==> config.mk <==
export PLATFORM = sky130hd
export DESIGN_NAME = vdi_out_q
export DESIGN_NICKNAME = d
export VERILOG_FILES = /design/src/design/vdi_pkg.sv /design/src/design/vdi_out_q.sv
export SDC_FILE = /design/constraint.sdc
export NUM_CORES = 1
export LEC_CHECK = 0
export BUFFER_PORTS_ARGS = -buffer_cell sky130_fd_sc_hd__buf_2
export CORE_MARGIN = 8
export CORE_UTILIZATION = 40
export DETAILED_ROUTE_END_ITERATION = 10
export SYNTH_ARGS = -nofsm -noshare
export SYNTH_HDL_FRONTEND = slang
export SYNTH_SLANG_ARGS = --single-unit
==> constraint.sdc <==
create_clock -name clk -period 2.4 [get_ports clk]
set_clock_uncertainty 0.05 [all_clocks]
set_input_delay 0.12 -clock clk [delete_from_list [all_inputs] [get_ports clk]]
set_output_delay 0.12 -clock clk [all_outputs]
set_load 0.005 [all_outputs]
==> src/design/vdi_pkg.sv <==
// shared types, constants and helpers of the vertex deduplication indexer
// no dependencies
`default_nettype none
package vdi_pkg;

	localparam int TABLE_ENTRIES = 4096;
	localparam int IDX_W = (TABLE_ENTRIES > 1) ? $clog2(TABLE_ENTRIES) : 1;
	localparam int CNT_W = IDX_W + 1;
	localparam int KEY_W = 192;
	localparam int OUT_IDX_W = 12;
	localparam logic [CNT_W-1:0] TABLE_CNT = CNT_W'(TABLE_ENTRIES);
	localparam logic [IDX_W-1:0] LAST_SLOT = IDX_W'(TABLE_ENTRIES - 1);

	typedef struct packed {
		logic        start_of_mesh;
		logic [31:0] pos_x;
		logic [31:0] pos_y;
		logic [31:0] pos_z;
		logic [31:0] norm_x;
		logic [31:0] norm_y;
		logic [31:0] norm_z;
	} vdi_in_t;

	typedef struct packed {
		logic [OUT_IDX_W-1:0] vertex_index;
		logic                 is_new;
		logic                 table_full;
	} vdi_out_t;

	// classified vertex passed from the front to the back
	typedef struct packed {
		logic             start_of_mesh;
		logic [KEY_W-1:0] key;
		logic [IDX_W-1:0] home_slot;
	} vdi_cmd_t;

	typedef enum logic [2:0] {
		ST_CLEAR,
		ST_IDLE,
		ST_SLOT,
		ST_ENTRY,
		ST_CHECK,
		ST_DONE
	} vdi_state_t;

	function automatic logic [OUT_IDX_W-1:0] vdi_out_index(input logic [IDX_W-1:0] idx);
		logic [IDX_W+OUT_IDX_W-1:0] wide;
		wide = {{OUT_IDX_W{1'b0}}, idx};
		return wide[OUT_IDX_W-1:0];
	endfunction

endpackage
`default_nettype wire

==> src/design/vdi_out_q.sv <==
// result queue of two beats in front of the result ports
// depends on vdi_pkg
`default_nettype none
module vdi_out_q import vdi_pkg::*; (
	input  wire logic     clk,
	input  wire logic     arst_n,
	input  wire vdi_out_t res,
	input  wire logic     res_push,
	output logic          res_full,
	output vdi_out_t      result,
	output logic          empty,
	input  wire logic     pop
);

	vdi_out_t   fifo_q [2];
	logic       wr_ptr_q;
	logic       rd_ptr_q;
	logic [1:0] fill_q;
	logic       do_push;
	logic       do_pop;

	assign res_full = (fill_q == 2'd2);
	assign empty    = (fill_q == 2'd0);
	assign result   = fifo_q[rd_ptr_q];
	assign do_push  = res_push && !res_full;
	assign do_pop   = pop && !empty;

	always_ff @(posedge clk) begin
		if (do_push) fifo_q[wr_ptr_q] <= res;
	end

	always_ff @(posedge clk or negedge arst_n) begin
		if (!arst_n) begin
			wr_ptr_q <= 1'b0;
			rd_ptr_q <= 1'b0;
			fill_q   <= 2'd0;
		end else begin
			if (do_push) wr_ptr_q <= !wr_ptr_q;
			if (do_pop) rd_ptr_q <= !rd_ptr_q;
			fill_q <= fill_q + 2'(do_push) - 2'(do_pop);
		end
	end

endmodule
`default_nettype wire

==> impl_metrics.csv, run 1 <==
group,metric,value,unit
layout,multi_input_area,284,sq um
place,place_ws,0.728,ns
floorplanning,io_pins,34,
place,dpl_cell_area,1470,sq um
floorplanning,rows,20,
worst_hold_path,min_path_type,"in2reg",
sta,setup_ws,0.497,ns
critical_path,critical_path_arrival,1.73,ns
pwr,powerDensity,1030,nW/um^2
floorplanning,chipHeight,72.2,um
clocking,clockRootBuffer,"clkbuf_4",
clocking,cts_resized,0,
floorplanning,core,3030,sq um
synth,syn-num-nets,82,
critical_path,cp-startpoint,"rd_ptr_q",
critical_path,path_cells,"mux2_2 > buf_2",
synth,synth_area_per_cell,20.4,sq um
pwr,irDropWorstVdd,0.537,mV
status,status,"finished, final reports clean",
route,ant_nets,0,
pwr,power_leakage,0.695,nW
critical_path,cp.required,2.23,ns
grt,grt_first_pass_wirelength,3560,um
floorplanning,start_util,41.7,%
clocking,cts_tree,"done",
layout,final-seq-area,941,sq um
critical_path,start_kind,"register",
critical_path,cp_slowest_stage_delay,0.87,ns
route,wirelength,2160,um
clocking,clkTransAtPathRegs,0.10,ns
grt,antenna_found_initial,0,
synth,synthesis.area,1260,sq um
route,vias,677,
critical_path,crit_end,"result[1]",
critical_path,critPathMaxFanout,15,
synth,muxShareOfSynthArea,15.1,%
critical_path,reg2reg_from,"fill_q[1]",
layout,nets,137,
clocking,cts_buffers,5,
sta,maxSlewViolCount,0,
synth,synth-seq-cells,32,
layout,drive_above_1_share,47.5,%
sta,clock.fmax,526,MHz
layout,fillers,246,
clocking,h-tree-depth,2,
sta,rsz0062_at_grt,"false",
route,drt-initial-drc-count,45,
sta,finalSetupViolCount,0,
grt,grt_max_degree,16,
layout,area_growth,32.7,%
critical_path,crit_path_top_delay_cell,"dfrtp_1",
sta,holdWs,0.0630,ns
critical_path,r2r_end,"fifo_q[0][8]",
synth,synth_compound_area_share,0,%
route,drc,0,
sta,period_needed,1.90,ns
synth,yosys_warnings,0,
sta,tightest_slew,0.794,ns
synth,synth_area_leaders,"edfxtp_1 67%, mux2_4 11%, dfrtp_1 7.9%, mux2_2 4.5%, xnor2_1 2.1%",
sta,slew_headroom,47.0,%
grt,grt.total_usage,9.24,%
layout,antenna_cells,0,
clocking,clk_path_buf_depth,2,
synth,yosys.area_share.simple,2.57,%
layout,final_cell_mix,"33 x buf_2, 28 x edfxtp_1, 15 x dlygate4sd3_1",
floorplanning,fp.dieW,72.2,um
clocking,clkLatencyLatePin,0.32,ns
sta,fin_tns_setup,0,ns
route,viasPerCell,4.18,
critical_path,cp-end-kind,"primary output",
synth,yosysUniqueCellTypes,15,
clocking,cts_sinks,32,
grt,grt-ovfl-total,0,
synth,synthAdderAreaFrac,1.98,%
synth,yosys.area.top_type,"edfxtp_1",
critical_path,critPathKind,"reg2out",
place,hpwl,1490,um
sta,hold_viol,0,
route,avgRoutedWirePerCell,13.3,um
run,drv_cap,0,
layout,final_common_cell,"buf_2",
synth,synth_top_family_by_area,"multiplexers",
critical_path,ff2ff_setup_slack,0.74,ns
sta,timing.final.crit_share,79.3,%
synth,syn_inst,62,
place,portBuffers,33,
grt,grt_pass1_vias,753,
route,dr.pass1.iters,4,
synth,ys_seq_area_share,74.5,%
floorplanning,die_area,5210,sq um
synth,synth_xor_area_share,2.77,%
layout,final_cell_area,1680,sq um
critical_path,worstRegToRegCells,4,
synth,yosysTopAreaCellShare,66.5,%
place,gp_congestion,0.589,
==> worst max-delay path: cells and delay by family, from the launching register on <==
| family | cells | cell delay, ns |
|---|---|---|
| muxes | 1 | 0.41 |
| buffers and inverters | 1 | 0.13 |
| DFF | 1 | 0.87 |
==> through the flow <==
| stage | total power (W) | utilization (%) | cells |
|---|---|---|---|
| 6_report | 0.00173 | 55.4 | 162 |
| 5_1_grt | 0.00185 | 55.4 | 162 |
| 4_1_cts | 0.00177 | 55.4 | 162 |
| 3_5_place_dp | 0.00144 | 48.5 | 139 |
| 3_3_place_gp | 0.00142 | 48.5 | 139 |
| 2_1_floorplan | 0.00126 | - | 62 |
==> power breakdown <==
| part | switching (W) | leakage [nW] | total (W) | internal, W |
|---|---|---|---|---|
| logic | 0.000209 | 0.356 | 0.000544 | 0.000335 |
| clock network | 0.000163 | 0.0326 | 0.000308 | 0.000144 |
| registers | 0.000108 | 0.307 | 0.000878 | 0.000770 |
| total | 0.000480 | 0.695 | 0.00173 | 0.00125 |
==> sequential cells by signal (all words and copies together) (netlist names) <==
name,count
fifo_q,28
fill_q,2
rd_ptr_q,1
wr_ptr_q,1
==> final cells by class <==
cell class	instances	area share (%)
clock buffers	8	3.51
inverters	2	0.448
multi-input cells	26	16.9
flip-flops and latches	32	56.1
well taps	44	3.28
repair buffers	50	19.7
==> cell families after synthesis <==
kind of cell	count (synthesis)
XOR/XNOR	4
flip-flops	32
buffers and inverters	4
multiplexers	14
AND/OR/NAND/NOR	6
adder cells (fa/ha/maj)	2
==> repair_timing <==
action                                 CTS  global route
setup buffers                            0             0
endpoints found under the hold margin   32             0
hold buffers                            15             0
==> routing by layer <==
metal  track usage [%]  wire length (um)  vias to the layer above
met3              5.10               158                        5
met5                 0                 0                        -
li1                  -                 -                      341
met2              15.2              1130                       18
met4              4.08                27                        0
met1              9.34               844                      313
==> cells in the mapped netlist <==
cell type,number
mux2_4,9
xnor2_1,3
ha_1,2
nor2_1,2
nand2b_1,1
nand2_1,1
buf_12,1
xor2_1,1
nor2b_2,1
edfxtp_1,28
and3_1,1
buf_6,1
dfrtp_1,4
inv_1,2
mux2_2,5
==> worst min path at each step <==
stage,start,endpoint,slack (ns),cells past startpoint
final,res_push,wr_ptr_q,0.06,3
after global routing,arst_n,fill_q[0],0.06,2
after CTS,res_push,wr_ptr_q,0.05,3
after detailed placement,arst_n,fill_q[0],-0.12,1
after global placement,arst_n,fill_q[0],-0.12,1
after floorplan,arst_n,fill_q[0],-0.23,0
Note: power is estimated with default switching activity, not from simulation.
==> run 2, diff against run 1 <==
--- a/config.mk
+++ b/config.mk
@@ -9,6 +9,7 @@
 export CORE_MARGIN = 8
 export CORE_UTILIZATION = 40
 export DETAILED_ROUTE_END_ITERATION = 10
+export PLACE_DENSITY = 0.66
 export SYNTH_ARGS = -nofsm -noshare
 export SYNTH_HDL_FRONTEND = slang
 export SYNTH_SLANG_ARGS = --single-unit
==> constraint.sdc (replaced) <==
create_clock -name clk -period 1.6 [get_ports clk]
set_clock_uncertainty 0.05 [all_clocks]
set_input_delay 0.08 -clock clk [delete_from_list [all_inputs] [get_ports clk]]
set_output_delay 0.08 -clock clk [all_outputs]
set_load 0.005 [all_outputs]
==> impl_metrics.csv, run 2 (synthesis results as in run 1) <==
group,metric,value,unit
layout,final_cell_area,1760,sq um
clocking,clockRootBuffer,"clkbuf_4",
grt,antenna_found_initial,0,
layout,antenna_cells,0,
layout,area_growth,39.6,%
layout,fillers,249,
layout,final-seq-area,942,sq um
floorplanning,die_area,5210,sq um
route,drt-initial-drc-count,8,
layout,drive_above_1_share,56.5,%
place,dpl.cell_count,144,
critical_path,critPathMaxFanout,3,
sta,hold_viol,0,
sta,maxSlewViolCount,0,
grt,grt.total_usage,9.86,%
sta,setup_ws,0.0315,ns
grt,grt_first_pass_wirelength,3760,um
floorplanning,start_util,41.7,%
grt,grt_max_degree,10,
route,ant_nets,0,
pwr,powerDensity,1570,nW/um^2
clocking,clkLatencyLatePin,0.32,ns
critical_path,start_kind,"register",
sta,tightest_slew,0.174,ns
critical_path,ff2ff_setup_slack,0.03,ns
layout,largest_register_ffs,28,
critical_path,r2r_end,"fill_q[1]",
pwr,irDropWorstVdd,0.848,mV
place,hpwl,1720,um
route,dr.max_layer_used,"met4",
layout,final_cell_mix,"33 x buf_2, 28 x edfxtp_1, 15 x dlygate4sd3_1",
route,dr.pass1.iters,3,
sta,slew_headroom,88.4,%
route,viasPerCell,4.38,
critical_path,cp-end-kind,"register",
layout,fin_util,58.3,%
floorplanning,fp.dieW,72.2,um
route,vias,736,
layout,largest_registers,"fifo_q x28, fill_q x2",
floorplanning,chipHeight,72.2,um
layout,regMostFlops,"fifo_q",
pwr,power_leakage,0.733,nW
grt,grt_pass1_vias,822,
floorplanning,rows,20,
route,wirelength,2470,um
grt,grt-ovfl-total,0,
clocking,cts_tree,"done",
critical_path,reg2reg_from,"fill_q[0]",
clocking,h-tree-depth,2,
clocking,clkTransAtPathRegs,0.08,ns
sta,finalSetupViolCount,0,
route,wl_met3,165,um
sta,timing.final.crit_share,98.0,%
place,dpl_cell_area,1510,sq um
sta,clock.fmax,638,MHz
critical_path,worstRegToRegCells,7,
place,portBuffers,33,
layout,final_common_cell,"buf_2",
route,avgRoutedWirePerCell,14.7,um
place,gp_congestion,0.656,
critical_path,critical_path_arrival,1.75,ns
floorplanning,core,3030,sq um
critical_path,cp.required,1.79,ns
route,met1_length,1010,um
worst_hold_path,min_path_type,"in2async",
clocking,clk_path_buf_depth,2,
layout,multi_input_area,332,sq um
route,drc,0,
floorplanning,io_pins,34,
place,place_ws,0.0527,ns
sta,fin_tns_setup,0,ns
layout,nets,144,
sta,period_needed,1.57,ns
clocking,cts_buffers,5,
layout,fin_cells,168,
run,drv_cap,0,
route,dr_wl_met2,1270,um
clocking,cts_sinks,32,
critical_path,critPathKind,"reg2reg",
status,status,"finished, final reports clean",
==> run 2: cell count changes in the layout (fill, tap and decap cells not counted), sizes merged <==
cell    previous run  this run
buf               35        42
clkinv             0         2
clkbuf             8         5
==> run 2: layout make-up <==
| type | instances | share of cell area, % |
|---|---|---|
| repair buffers | 57 | 21.7 |
| clock buffers | 5 | 2.13 |
| flip-flops and latches | 32 | 53.4 |
| inverters | 2 | 0.426 |
| multi-input cells | 26 | 18.8 |
| clock inverters | 2 | 0.426 |
| well taps | 44 | 3.12 |
==> run 2: worst max-delay path, cell delays in order (launching register included) <==
cell and delay, ns:
dfrtp_1 0.43, nand2b_4 0.18, nand2_4 0.06, ha_4 0.25, inv_1 0.03, ha_2 0.17, xnor2_2 0.13, xnor2_1 0.17
==> run 2: through the flow <==
stage | total power (W) | hold WS [ns]
2_1_floorplan | 0.00190 | -0.266
3_3_place_gp | 0.00220 | -0.162
3_5_place_dp | 0.00225 | -0.158
4_1_cts | 0.00268 | 0.0209
5_1_grt | 0.00296 | 0.0263
6_report | 0.00278 | 0.0297
==> run 2: power breakdown <==
group	total [W]	internal [W]	switching (W)	leakage [nW]
clock	0.000400	0.000153	0.000247	0.0261
combinational	0.00112	0.000650	0.000470	0.402
sequential	0.00126	0.00116	0.000100	0.306
total	0.00278	0.00196	0.000817	0.733
==> run 2: worst max path at each step <==
| stage | start | end | cells past startpoint |
|---|---|---|---|
| finish | fill_q[0] | fill_q[1] | 7 |
| CTS | fill_q[1] | fill_q[1] | 7 |
| global placement | fill_q[1] | fill_q[1] | 7 |
| global route | fill_q[0] | fill_q[1] | 7 |
| floorplan | fill_q[1] | fill_q[1] | 7 |
| detailed placement | fill_q[1] | fill_q[1] | 7 |
==> run 2: repair_timing <==
item,4_1_cts,5_1_grt
gates resized for setup,0,9
setup endpoints to repair,0,1
setup buffers,0,2
hold buffers,15,0
hold endpoints to repair,32,0
==> run 2: layer usage <==
layer	vias to the layer above	track usage [%]
li1	353	-
met1	356	9.88
met2	25	16.0
met3	2	4.82
met4	0	6.12
met5	-	0
==> run 3, diff against run 2 <==
--- a/config.mk
+++ b/config.mk
@@ -6,10 +6,12 @@
 export NUM_CORES = 1
 export LEC_CHECK = 0
 export BUFFER_PORTS_ARGS = -buffer_cell sky130_fd_sc_hd__buf_2
-export CORE_MARGIN = 8
+export CORE_MARGIN = 2
 export CORE_UTILIZATION = 40
 export DETAILED_ROUTE_END_ITERATION = 10
 export PLACE_DENSITY = 0.66
+export SLEW_MARGIN = 10
 export SYNTH_ARGS = -nofsm -noshare
 export SYNTH_HDL_FRONTEND = slang
 export SYNTH_SLANG_ARGS = --single-unit
+export TNS_END_PERCENT = 5
==> impl_metrics.csv, run 3 (synthesis results as in run 1) <==
group,metric,value,unit
sta,maxSlewViolCount,0,
sta,rsz0062_at_grt,"true",
layout,nets,143,
critical_path,cp-startpoint,"rd_ptr_q",
route,avgRoutedWirePerCell,12.3,um
run,drv_cap,0,
critical_path,ff2ff_setup_slack,0.07,ns
critical_path,critical_path_arrival,1.40,ns
floorplanning,fp.dieW,60.2,um
floorplanning,die_area,3620,sq um
floorplanning,start_util,41.7,%
critical_path,start_kind,"register",
critical_path,critPathMaxFanout,14,
critical_path,reg2reg_from,"fill_q[0]",
route,drt-initial-drc-count,20,
grt,antenna_found_initial,0,
clocking,h-tree-depth,2,
critical_path,critPathKind,"reg2out",
layout,largest_registers,"fifo_q x28, fill_q x2",
pwr,power_leakage,0.756,nW
sta,period_needed,1.53,ns
place,gp_congestion,0.633,
clocking,clkLatencyLatePin,0.33,ns
grt,grt-ovfl-total,0,
layout,drive_above_1_share,59.7,%
pwr,powerDensity,1620,nW/um^2
clocking,cts_sinks,32,
route,drc,0,
clocking,cts_buffers,5,
clocking,clkTransAtPathRegs,0.10,ns
critical_path,critPathTopFamily,"flip-flops",
critical_path,cp.required,1.47,ns
grt,grt_pass1_vias,686,
critical_path,path_cells,"buf_12 > mux2_2 > buf_2",
route,viasPerCell,4.26,
layout,final_common_cell,"buf_2",
sta,finalSetupViolCount,0,
layout,area_growth,43.9,%
pwr,totalPowerFinal,0.00294,W
route,ant_nets,0,
sta,hold_viol,0,
floorplanning,io_pins,34,
floorplanning,chipHeight,60.2,um
route,dr.pass1.iters,3,
grt,grt_max_degree,15,
layout,largest_register_ffs,28,
place,hpwl,1300,um
critical_path,cp_slowest_stage_delay,0.43,ns
grt,grt_first_pass_wirelength,3140,um
place,dpl.cell_count,141,
layout,final_cell_mix,"33 x buf_2, 28 x edfxtp_1, 15 x dlygate4sd3_1",
floorplanning,core,3030,sq um
sta,tightest_slew,0.200,ns
floorplanning,rows,20,
critical_path,cp-end-kind,"primary output",
route,wirelength,2060,um
place,portBuffers,33,
clocking,clk_path_buf_depth,2,
sta,holdWs,0.0283,ns
critical_path,crit_path_top_delay_cell,"dfrtp_1",
grt,grt.total_usage,13.0,%
sta,slew_headroom,86.6,%
status,status,"finished, final reports clean",
layout,fin_util,60.0,%
worst_hold_path,min_path_type,"in2async",
critical_path,worstRegToRegCells,7,
sta,timing.final.crit_share,95.8,%
layout,fin_cells,168,
layout,fillers,252,
layout,antenna_cells,0,
sta,clock.fmax,652,MHz
clocking,clockRootBuffer,"clkbuf_4",
critical_path,r2r_end,"fill_q[1]",
pwr,irDropWorstVdd,0.864,mV
route,vias,716,
layout,regMostFlops,"fifo_q",
clocking,cts_tree,"done",
critical_path,cp.buffers_inverters,2,
==> run 3: power by group <==
part / internal, W / switching [W]
logic: 0.000718 / 0.000484
clock network: 0.000209 / 0.000260
registers: 0.00116 / 0.000110
total: 0.00209 / 0.000854
==> run 3: metal layers <==
metal  share of wire, %  GRT usage (%)  wire length (um)
met5                  0              0                 0
met4                1.8           6.67                38
met3                5.9           6.71               122
met2                 53           21.4              1100
met1                 39           13.3               800
==> run 3: worst max path at each step <==
| stage | cells past startpoint | to | slack, ns |
|---|---|---|---|
| detailed placement | 7 | fill_q[1] | 0.002 |
| global placement | 7 | fill_q[1] | 0.11 |
| CTS | 7 | fill_q[1] | 0.001 |
| floorplan | 7 | fill_q[1] | 0.08 |
| finish | 3 | result[0] | 0.07 |
| global route | 7 | fill_q[1] | -0.007 |
==> run 3: final cells by class <==
cell class                      count  area [sq um]  area share (%)
Clock buffer                        6          51.3            2.82
Clock inverter                      2          10.0           0.551
Inverter                            2          7.51           0.413
Multi-Input combinational cell     26           350            19.3
Sequential cell                    32           943            51.9
Tap cell                           44          55.1            3.03
Timing Repair Buffer               56           400            22.0
==> run 3: repair_timing <==
action	CTS	global route
endpoints found under the hold margin	32	0
gates resized for setup	7	7
endpoints found under the setup margin	1	2
setup buffers	3	1
gates cloned	0	0
hold buffers	15	0
pin swaps	1	2
==> run 3: worst register-to-register path, stage by stage (launching register included) <==
cell and delay (ns):
dfrtp_2 0.45, nor2_4 0.14, nor2b_4 0.06, ha_4 0.26
inv_2 0.03, ha_4 0.15, xnor2_2 0.15, xnor2_1 0.15
==> run 3: through the flow <==
stage	setup WS [ns]	TNS [ns]	area [sq um]
finish	0.0670	0	1820
global route	-0.00652	-0.0138	1820
CTS	0.00118	0	1770
detailed placement	0.00236	0	1510
global placement	0.107	0	1510
floorplan	0.0764	0	1270
