$ cat src/design/vdi_pkg.sv
// shared types, constants and helpers of the vertex deduplication indexer
// no dependencies
`default_nettype none
package vdi_pkg;

	localparam int TABLE_ENTRIES = 4096;
	localparam int IDX_W = (TABLE_ENTRIES > 1) ? $clog2(TABLE_ENTRIES) : 1;
	localparam int CNT_W = IDX_W + 1;
	localparam int KEY_W = 192;
	localparam int OUT_IDX_W = 12;
	localparam logic [CNT_W-1:0] TABLE_CNT = CNT_W'(TABLE_ENTRIES);
	localparam logic [IDX_W-1:0] LAST_SLOT = IDX_W'(TABLE_ENTRIES - 1);

	typedef struct packed {
		logic        start_of_mesh;
		logic [31:0] pos_x;
		logic [31:0] pos_y;
		logic [31:0] pos_z;
		logic [31:0] norm_x;
		logic [31:0] norm_y;
		logic [31:0] norm_z;
	} vdi_in_t;

	typedef struct packed {
		logic [OUT_IDX_W-1:0] vertex_index;
		logic                 is_new;
		logic                 table_full;
	} vdi_out_t;

	// classified vertex passed from the front to the back
	typedef struct packed {
		logic             start_of_mesh;
		logic [KEY_W-1:0] key;
		logic [IDX_W-1:0] home_slot;
	} vdi_cmd_t;

	typedef enum logic [2:0] {
		ST_CLEAR,
		ST_IDLE,
		ST_SLOT,
		ST_ENTRY,
		ST_CHECK,
		ST_DONE
	} vdi_state_t;

	function automatic logic [OUT_IDX_W-1:0] vdi_out_index(input logic [IDX_W-1:0] idx);
		logic [IDX_W+OUT_IDX_W-1:0] wide;
		wide = {{OUT_IDX_W{1'b0}}, idx};
		return wide[OUT_IDX_W-1:0];
	endfunction

endpackage
`default_nettype wire

$ cat src/design/vdi_front.sv
// front: accepts vertices, folds the key into a home slot, two-entry queue
// depends on vdi_pkg
`default_nettype none
module vdi_front import vdi_pkg::*; (
	input  wire logic     clk,
	input  wire logic     arst_n,
	input  wire vdi_in_t  vertex,
	input  wire logic     push,
	output logic          full,
	output vdi_cmd_t      cmd,
	output logic          cmd_empty,
	input  wire logic     cmd_pop
);

	vdi_cmd_t         fifo_q [2];
	logic             wr_ptr_q;
	logic             rd_ptr_q;
	logic [1:0]       fill_q;
	logic [KEY_W-1:0] key;
	logic [IDX_W-1:0] fold;
	logic [IDX_W-1:0] home;
	logic             do_push;
	logic             do_pop;

	assign key = {vertex.pos_x, vertex.pos_y, vertex.pos_z,
	              vertex.norm_x, vertex.norm_y, vertex.norm_z};

	// xor fold of the key
	always_comb begin
		fold = '0;
		for (int i = 0; i < KEY_W; i++) begin
			fold[i % IDX_W] = fold[i % IDX_W] ^ key[i];
		end
		home = (fold > LAST_SLOT) ? IDX_W'(fold - TABLE_CNT[IDX_W-1:0]) : fold;
	end

	assign full      = (fill_q == 2'd2);
	assign cmd_empty = (fill_q == 2'd0);
	assign cmd       = fifo_q[rd_ptr_q];
	assign do_push   = push && !full;
	assign do_pop    = cmd_pop && !cmd_empty;

	always_ff @(posedge clk) begin
		if (do_push) begin
			fifo_q[wr_ptr_q] <= '{start_of_mesh: vertex.start_of_mesh, key: key,
			                      home_slot: home};
		end
	end

	always_ff @(posedge clk or negedge arst_n) begin
		if (!arst_n) begin
			wr_ptr_q <= 1'b0;
			rd_ptr_q <= 1'b0;
			fill_q   <= 2'd0;
		end else begin
			if (do_push) wr_ptr_q <= !wr_ptr_q;
			if (do_pop) rd_ptr_q <= !rd_ptr_q;
			fill_q <= fill_q + 2'(do_push) - 2'(do_pop);
		end
	end

endmodule
`default_nettype wire

$ cat config.mk
export PLATFORM = sky130hd
export DESIGN_NAME = vdi_front
export DESIGN_NICKNAME = d
export VERILOG_FILES = /design/src/design/vdi_pkg.sv /design/src/design/vdi_front.sv
export SDC_FILE = /design/constraint.sdc
export NUM_CORES = 1
export LEC_CHECK = 0
export BUFFER_PORTS_ARGS = -buffer_cell sky130_fd_sc_hd__buf_2
export CORE_ASPECT_RATIO = 2
export CORE_UTILIZATION = 39
export CTS_BUF_LIST = sky130_fd_sc_hd__clkbuf_4 sky130_fd_sc_hd__clkbuf_8
export CTS_CLUSTER_SIZE = 12
export DETAILED_ROUTE_END_ITERATION = 7
export GPL_TIMING_DRIVEN = 1
export PLACE_DENSITY = 0.6
export SLEW_MARGIN = 20
export SYNTH_ARGS = -nofsm -noshare
export SYNTH_HDL_FRONTEND = slang
export SYNTH_SLANG_ARGS = --single-unit
export TNS_END_PERCENT = 100
$ cat constraint.sdc
create_clock -name clk -period 21.9 [get_ports clk]
set_clock_uncertainty 0.15 [all_clocks]
set_input_delay 0 -clock clk [delete_from_list [all_inputs] [get_ports clk]]
set_output_delay 0 -clock clk [all_outputs]
set_load 0.005 [all_outputs]
==> results of run 1 <==
[Yosys cell counts (all sizes together)]
cell type / n / share of area (%)
and3: 1 / 0.037
nand2b: 1 / 0.037
inv: 2 / 0.044
nand2: 1 / 0.022
xnor2: 171 / 8.7
xor2: 13 / 0.66
nor2b: 1 / 0.037
buf: 23 / 1.3
mux2: 205 / 17
ha: 2 / 0.15
dfrtp: 4 / 0.58
nor2: 2 / 0.044
edfxtp: 410 / 72
[path summary, 6_finish.rpt]
| path | endpoint | startpoint | cells after the start | slack [ps] |
|---|---|---|---|---|
| max in group asynchronous | rd_ptr_q | arst_n | 3 | 21210 |
| hold reg to reg | fill_q[1] | fill_q[1] | 1 | 360 |
| setup / recovery | cmd[1] | rd_ptr_q | 4 | 17760 |
| setup reg to reg | fifo_q[0][150] | fill_q[1] | 5 | 18330 |
| min in group asynchronous | rd_ptr_q | arst_n | 3 | 190 |
| hold / removal | fifo_q[0][69] | vertex[57] | 2 | 30 |
[power by group]
group          leakage [nW]  internal, mW  total [mW]  switching [mW]
logic                  5.05         0.484       0.924           0.441
clock network         0.655         0.362       0.652           0.290
registers              3.85          1.10        1.17          0.0698
total                  9.56          1.95        2.75           0.801
[state kept, by name (all words and copies together), names as in the netlist]
register and flops:
fifo_q 410, fill_q 2, rd_ptr_q 1, wr_ptr_q 1
[cell type report]
cell class | count | area (um^2) | area share [%]
clock buffers | 68 | 880 | 3.56
clock inverters | 38 | 380 | 1.54
inverters | 2 | 7.51 | 0.0304
flip-flops and latches | 414 | 12400 | 50.2
well taps | 550 | 688 | 2.78
diodes | 6 | 15.0 | 0.0607
multi-input cells | 397 | 4510 | 18.3
repair buffers | 785 | 5820 | 23.5
[what timing repair did]
| item | CTS | global route |
|---|---|---|
| endpoints found under the setup margin | 0 | 0 |
| hold buffers | 373 | 0 |
| hold endpoints to repair | 459 | 0 |
[cells by family (layout without fill, tap and decap cells)]
logic type	count (synthesis)	count (layout)
mux	205	205
flops	414	414
buf+inv	25	893
xor+xnor	184	184
other cells	0	6
simple gates	6	6
fa+ha+maj	2	2
[per-stage QoR]
stage | area (um^2) | utilization, % | std cells | power [mW]
after global placement | 19700 | 45.4 | 1775 | 2.06
after floorplan | 17100 | - | 836 | 1.78
after CTS | 24700 | 56.9 | 2254 | 2.78
after detailed placement | 19700 | 45.4 | 1775 | 2.08
final | 24700 | 57.0 | 2260 | 2.75
after global routing | 24700 | 57.0 | 2260 | 2.88
[metal layers]
| layer | global-route usage [%] | vias up | wire length (um) | part of all wire, % |
|---|---|---|---|---|
| met5 | 0 | - | 0 | 0 |
| met4 | 11.3 | 0 | 2560 | 5.7 |
| met3 | 4.32 | 120 | 2630 | 5.9 |
| met2 | 38.3 | 386 | 24600 | 55 |
| met1 | 19.1 | 5011 | 14900 | 33 |
| li1 | - | 4819 | - | - |
==> results.yml, run 1 <==
run_status:
  status: "finished clean"
clocking:
  cts_tree: "built"
  ctsRootBufferMaster: "clkbuf_8"
  htreeDepth: 2
  path_clk_slew_ps: 70
  clock-sinks: 414
  ctsResizeCount: 0
  cts_setup_buffers: 0
  cts_made_buffers: 57
  clk_path_buf_depth: 3
  clkLatencyLatePin_ps: 600
synthesis:
  syn_area_per_cell_um2: 20.5
  ys_seq_elements: 414
  seq_area_frac_synth_pct: 72.4
  synthXorXnorAreaFrac_pct: 9.40
  synth_nets: 1035
  synth_top_family_by_area: "multiplexers"
  synth_compound_area_share_pct: 0
  ys_types: 15
  synthAdderAreaFrac_pct: 0.146
  netlist_area_um2: 17100
  yosysWarnings: 0
  synth-simple-area-share_pct: 0.175
  synth.area.mux_share_pct: 16.5
  syn_inst: 836
finish:
  final_nets: 1856
  drive_above_1_share_pct: 41.7
  syn_to_final_growth_pct: 44.2
  final_common_cell: "edfxtp_1"
  fill_cells: 3417
  layout_common_cells: "410 x edfxtp_1, 403 x buf_2, 373 x dlygate4sd3_1"
floorplan:
  core-area_um2: 43400
  row_count: 108
  io_pins: 404
  start_util_pct: 39.5
  die_x_um: 150
  die_h_um: 298
  dieArea_um2: 44800
global_routing:
  antenna_found_initial: 6
  grt_pass1_wl_um: 65800
  grtUsageTotal_pct: 20.0
  grt_pass1_vias: 11700
  grt-ovfl-total: 0
  grt_max_degree: 71
power:
  vdd_drop_max_mv: 0.0820
  power_leakage_nw: 9.56
  cellPowerDensity_nw_per_um2: 111
setup_path:
  worst-path-buf-inv: 3
  cp-start-kind: "flip-flop"
  critPathSlowestCell: "dfrtp_4"
  path_common_cell: "buf_4"
  crit_chain: "buf_4 -> buf_4 -> mux2_2 -> buf_2"
  slowest_delay_ps: 1060
  cp_top_family: "buffers and inverters"
  crit_type: "reg -> out"
  crit_fanout: 60
  cp_data_arrival_time_ps: 3990
  endpoint_kind: "output port"
  worstPathRequired_ps: 21750
sta:
  relSlewSlack_pct: 32.3
  final.min_clock_period_ps: 4140
  finalSetupTns_ps: 0
  worstMarginPinSlew_ps: 1010
  max_freq_ghz: 0.242
  rsz0062_at_grt: "no"
  worst_slack_ps: 17760
  fin_crit_sh_pct: 18.9
  hold_violations: 0
  setup_viol: 0
  report.final.slew_viol_count: 0
  hold-worst-slack_ps: 25.3
route:
  dr.first_iter.drc_count: 379
  drc: 0
  wl_per_cell_um: 19.8
  vias: 10300
  dr.pass1.iters: 4
  ant_nets: 0
  drt_wl_total_um: 44700
  via_per_inst: 4.57
job:
  drv_cap: 0
place:
  io_buffers: 403
  place_hpwl_um: 29400
  gp_congestion: 0.789
  dpl_worst_slack_ps: 18240
min_path:
  hp-class: "in -> reg"
No activity file was read; power rests on OpenSTA's default activity.
==> run 2: changes to the inputs <==
clock period = 4.3 ns   (was 21.9 ns; I/O delays follow)
==> results.yml, run 2 (synthesized netlist as in run 1, its figures left out) <==
global_routing:
  antenna_found_initial: 8
  grt_pass1_wl_um: 65200
  grt_max_degree: 69
  grt_pass1_vias: 11700
  grt-ovfl-total: 0
  grtUsageTotal_pct: 19.8
place:
  dpl_worst_slack_ps: 1980
  gp_congestion: 0.770
  io_buffers: 403
  place_hpwl_um: 28700
  place_area_um2: 19800
power:
  vdd_drop_max_mv: 0.358
  cellPowerDensity_nw_per_um2: 555
  power_leakage_nw: 9.49
  p_total_mw: 13.6
clocking:
  clock-sinks: 414
  cts_hold_buf: 369
  ctsResizeCount: 0
  path_clk_slew_ps: 70
  cts_setup_buffers: 0
  clk_path_buf_depth: 3
  ctsRootBufferMaster: "clkbuf_8"
  cts_made_buffers: 56
  cts_tree: "built"
  clkLatencyLatePin_ps: 600
  htreeDepth: 2
route:
  via_per_inst: 4.63
  drc: 0
  wl_per_cell_um: 19.8
  drt_wl_total_um: 44500
  ant_nets: 0
  dr.pass1.iters: 4
  vias: 10400
  dr.first_iter.drc_count: 340
sta:
  fin_crit_sh_pct: 60.3
  worst_slack_ps: 1710
  rsz0062_at_grt: "no"
  finalSetupTns_ps: 0
  relSlewSlack_pct: 41.9
  max_freq_ghz: 0.386
  worstMarginPinSlew_ps: 871
  final.min_clock_period_ps: 2590
  report.final.slew_viol_count: 0
  hold_violations: 0
  setup_viol: 0
min_path:
  holdPathStages: 2
  hp-class: "in -> reg"
  holdPathEnd: "fifo_q[0][81]"
  min_from: "vertex[69]"
finish:
  post-route-util_pct: 56.7
  final_common_cell: "edfxtp_1"
  top_register: "fifo_q"
  postLayoutCellArea_um2: 24600
  final_nets: 1856
  layout_top_registers: "fifo_q: 410 flops, fill_q: 2 flops"
  syn_to_final_growth_pct: 43.5
  layout_common_cells: "410 x edfxtp_1, 403 x buf_2, 369 x dlygate4sd3_1"
  largest_reg_flops: 410
  drive_above_1_share_pct: 41.8
floorplan:
  io_pins: 404
  die_h_um: 298
  start_util_pct: 39.5
  row_count: 108
  dieArea_um2: 44800
  core-area_um2: 43400
  die_x_um: 150
setup_path:
  cp-start-kind: "flip-flop"
  r2r_end: "fifo_q[1][174]"
  worst_r2r_path_depth: 3
  rrSetupSlack_ps: 2010
  cp_data_arrival_time_ps: 2440
  worstPathRequired_ps: 4150
  crit_type: "reg -> out"
  endpoint_kind: "output port"
  reg2reg_from: "fill_q[1]"
  crit_fanout: 31
run_status:
  status: "finished clean"
job:
  drv_cap: 0
## run 2: layer usage
metal | vias up | global-route usage [%] | wire length (um) | part of all wire [%]
met5 | - | 0 | 13 | 0.029
met4 | 2 | 13.3 | 2910 | 6.5
met3 | 123 | 4.55 | 2640 | 5.9
met2 | 397 | 37.2 | 24300 | 55
met1 | 5083 | 18.4 | 14700 | 33
li1 | 4829 | - | - | -
## run 2: cell type report
type,instances,area [um^2]
Multi-Input combinational cell,397,4510
Inverter,2,7.51
Tap cell,550,688
Timing Repair Buffer,786,5890
Clock inverter,20,136
Sequential cell,414,12400
Clock buffer,76,927
Fill cell,3377,18800
Antenna cell,8,20.0
## run 2: how the worst max path moves through the flow
stage / startpoint / endpoint
finish: rd_ptr_q / cmd[196]
global route: rd_ptr_q / cmd[197]
CTS: rd_ptr_q / cmd[5]
detailed placement: fill_q[1] / fifo_q[1][51]
global placement: fill_q[1] / fifo_q[1][75]
floorplan: fill_q[1] / fifo_q[0][0]
## run 2: where the power goes
part	internal, mW	switching [mW]	leakage [nW]
logic	2.51	2.34	5.08
registers	5.60	0.271	3.85
clock network	1.50	1.41	0.562
## run 2: metrics by stage
stage / std cells / hold slack [ps]
after CTS: 2245 / 0.719
after detailed placement: 1780 / -338
final: 2253 / 33.4
after global routing: 2252 / 4.39
after floorplan: 836 / -446
after global placement: 1780 / -338
## run 2: critical path, cell delays in order, from the launching register on
cell,delay [ps]
dfrtp_4,730
buf_4,560
mux2_2,390
buf_2,130
==> run 3: changes to the inputs <==
PLACE_DENSITY = 0.62   (was 0.6)
clock period = 2.25 ns   (was 4.3 ns; I/O delays follow)
==> results.yml, run 3 <==
run_status:
  status: "stopped before the end"
  stop_stage: "clock tree synthesis (4_1_cts)"
  first-error: "[ERROR RSZ-0060] Max buffer count reached."
synthesis:
  seq_area_frac_synth_pct: 72.4
  syn_area_per_cell_um2: 20.5
  synth_nets: 1035
  ys.flop_type: "edfxtp_1"
  synth_edf_count: 410
  synthTopCellsByCount: "410 x edfxtp_1, 171 x xnor2_1, 140 x mux2_4"
  synth_most_common_cell: "edfxtp_1"
  yosysWarnings: 0
  netlist.area_leader.share_pct: 71.8
  ys_types: 15
  async_flop_share_pct: 0.966
  yosysTopAreaCell: "edfxtp_1"
  netlist_area_um2: 17100
  ys_seq_elements: 414
  syn_inst: 836
  synth_area_leaders: "edfxtp_1 72%, mux2_4 12%, xnor2_1 8.7%"
clocking:
  cts_setup_buffers: 4
  htreeDepth: 2
  ctsRootBufferMaster: "clkbuf_8"
  cts_made_buffers: 57
  clock-sinks: 414
  ctsResizeCount: 59
  cts_hold_buf: 382
  clk_path_buf_depth: 3
floorplan:
  die_h_um: 298
  io_pins: 404
  row_count: 108
  start_util_pct: 39.5
  die_x_um: 150
place:
  gp_congestion: 0.753
  io_buffers: 403
  place_hpwl_um: 30000
==> run 3: cell counts after synthesis <==
No cell type changed its count.
==> run 3: logic make-up after synthesis <==
logic type | after synthesis | share of synthesized area (%)
xor gates and xnor gates | 184 | 9.40
adders and majority gates | 2 | 0.146
buffers and inverters | 25 | 1.34
DFF | 414 | 72.4
muxes | 205 | 16.5
and+or+nand+nor | 6 | 0.175
==> run 3: through the flow <==
step / cell area [um^2] / std cells / hold WS, ps / setup slack (ps)
global placement: 20100 / 1799 / -337 / 394
floorplan: 17200 / 836 / -446 / -1960
detailed placement: 20100 / 1799 / -340 / 357
==> run 4: changes to the inputs <==
CORE_ASPECT_RATIO = unset   (was 2)
CORE_UTILIZATION = 24   (was 39)
CTS_BUF_LIST = unset   (was sky130_fd_sc_hd__clkbuf_4 sky130_fd_sc_hd__clkbuf_8)
CTS_CLUSTER_SIZE = unset   (was 12)
PLACE_DENSITY = unset   (was 0.62)
PLACE_DENSITY_LB_ADDON = 0.15   (was unset)
clock period = 2.95 ns   (was 2.25 ns; I/O delays follow)
==> results.yml, run 4 (synthesized netlist as in run 1, its figures left out) <==
run_status:
  status: "finished clean"
floorplan:
  io_pins: 404
  core-area_um2: 70400
  die_h_um: 269
  start_util_pct: 24.4
  die_x_um: 269
  dieArea_um2: 72500
  row_count: 97
route:
  via_per_inst: 3.86
  vias: 9777
  wl_per_cell_um: 18.0
  ant_nets: 0
  dr.pass1.iters: 4
  dr.first_iter.drc_count: 367
  drt_wl_total_um: 45700
  drc: 0
power:
  cellPowerDensity_nw_per_um2: 879
  power_leakage_nw: 9.29
  p_total_mw: 21.6
  vdd_drop_max_mv: 0.473
place:
  dp_cells: 2177
  io_buffers: 403
  place_hpwl_um: 31200
  place_area_um2: 20400
  gp_congestion: 0.725
setup_path:
  critPathSlowestCell: "dfrtp_4"
  worst_r2r_path_depth: 4
  slowest_delay_ps: 650
  r2r_end: "fifo_q[0][171]"
  path_common_cell: "buf_12"
  worstPathRequired_ps: 2800
  cp-start-kind: "flip-flop"
  startpoint: "rd_ptr_q"
  reg2reg_from: "fill_q[1]"
  cp-endpoint: "cmd[9]"
  crit_fanout: 21
  endpoint_kind: "output port"
  crit_chain: "buf_12 -> buf_12 -> mux2_2 -> buf_2"
  rrSetupSlack_ps: 860
  crit_type: "reg -> out"
  cp_data_arrival_time_ps: 2270
global_routing:
  grt_pass1_wl_um: 67800
  grtUsageTotal_pct: 12.4
  grt_pass1_vias: 10600
  grt_max_degree: 111
  grt-ovfl-total: 0
  antenna_found_initial: 1
finish:
  layout_top_registers: "fifo_q: 410 flops, fill_q: 2 flops"
  final_common_cell: "edfxtp_1"
  final_nets: 1751
  seqCellArea_um2: 12400
  layout_common_cells: "410 x edfxtp_1, 403 x buf_2, 264 x dlygate4sd3_1"
  syn_to_final_growth_pct: 43.6
  postLayoutCellArea_um2: 24600
  multiInputGateArea_um2: 4520
  fin_cells: 2533
  top_register: "fifo_q"
  largest_reg_flops: 410
  fill_cells: 6904
  drive_above_1_share_pct: 43.6
sta:
  hold_violations: 0
  fin_crit_sh_pct: 82.1
  report.final.slew_viol_count: 0
  setup_viol: 0
  rsz0062_at_grt: "no"
  hold-worst-slack_ps: 31.7
  worstMarginPinSlew_ps: 885
  final.min_clock_period_ps: 2420
  max_freq_ghz: 0.413
  relSlewSlack_pct: 40.6
clocking:
  cts_setup_buffers: 0
  clock-sinks: 414
  cts_made_buffers: 49
  path_clk_slew_ps: 60
  ctsRootBufferMaster: "clkbuf_16"
  clkLatencyLatePin_ps: 580
  clk_path_buf_depth: 3
  cts_tree: "built"
  htreeDepth: 2
min_path:
  min_from: "vertex[114]"
  hp-class: "in -> reg"
job:
  drv_cap: 0
==> run 4: critical path, delay by kind of cell (launching register included) <==
kind / cells / cell delay, ps
buf+inv: 3 / 600
flops: 1 / 650
mux: 1 / 390
==> run 4: routing by layer <==
| layer | GRT usage (%) | routed length, um |
|---|---|---|
| met3 | 3.56 | 2830 |
| met2 | 21.0 | 22600 |
| met1 | 15.1 | 19000 |
| met5 | 0 | 0 |
| met4 | 4.20 | 1290 |
==> run 4: layout make-up <==
cell class                      instances  share of cell area (%)
Multi-Input combinational cell        397                    18.3
Timing Repair Buffer                  688                    20.1
Clock inverter                         23                   0.849
Clock buffer                           68                    5.45
Tap cell                              940                    4.78
Sequential cell                       414                    50.5
Inverter                                2                  0.0305
Antenna cell                            1                  0.0102
==> run 4: metrics by stage <==
| stage | setup TNS (ps) | utilization [%] | setup slack (ps) |
|---|---|---|---|
| 2_1_floorplan | -397730 | - | -1260 |
| 3_3_place_gp | 0 | 29.0 | 939 |
| 3_5_place_dp | 0 | 29.0 | 911 |
| 4_1_cts | 0 | 35.0 | 464 |
| 5_1_grt | 0 | 35.0 | 428 |
| 6_report | 0 | 35.0 | 528 |
==> run 4: how the worst min path moves through the flow <==
stage	endpoint	slack (ps)	cells after the start
final	fifo_q[1][126]	30	2
after CTS	fifo_q[0][150]	0.06	2
after global placement	rd_ptr_q	-340	1
after floorplan	fill_q[0]	-450	0
after detailed placement	rd_ptr_q	-340	1
after global routing	fifo_q[1][78]	4	2
==> run 4: report_power, final <==
part           internal (mW)  switching, mW  total (mW)
Clock                   3.51           2.37        5.87
Combinational           3.69           3.53        7.22
Sequential              8.18          0.348        8.52
Total                   15.4           6.24        21.6
==> run 4: what timing repair did <==
| action | CTS | global route |
|---|---|---|
| hold buffers | 264 | 0 |
| endpoints found under the hold margin | 450 | 0 |
| resized for setup | 0 | 0 |
| setup endpoints to repair | 0 | 0 |
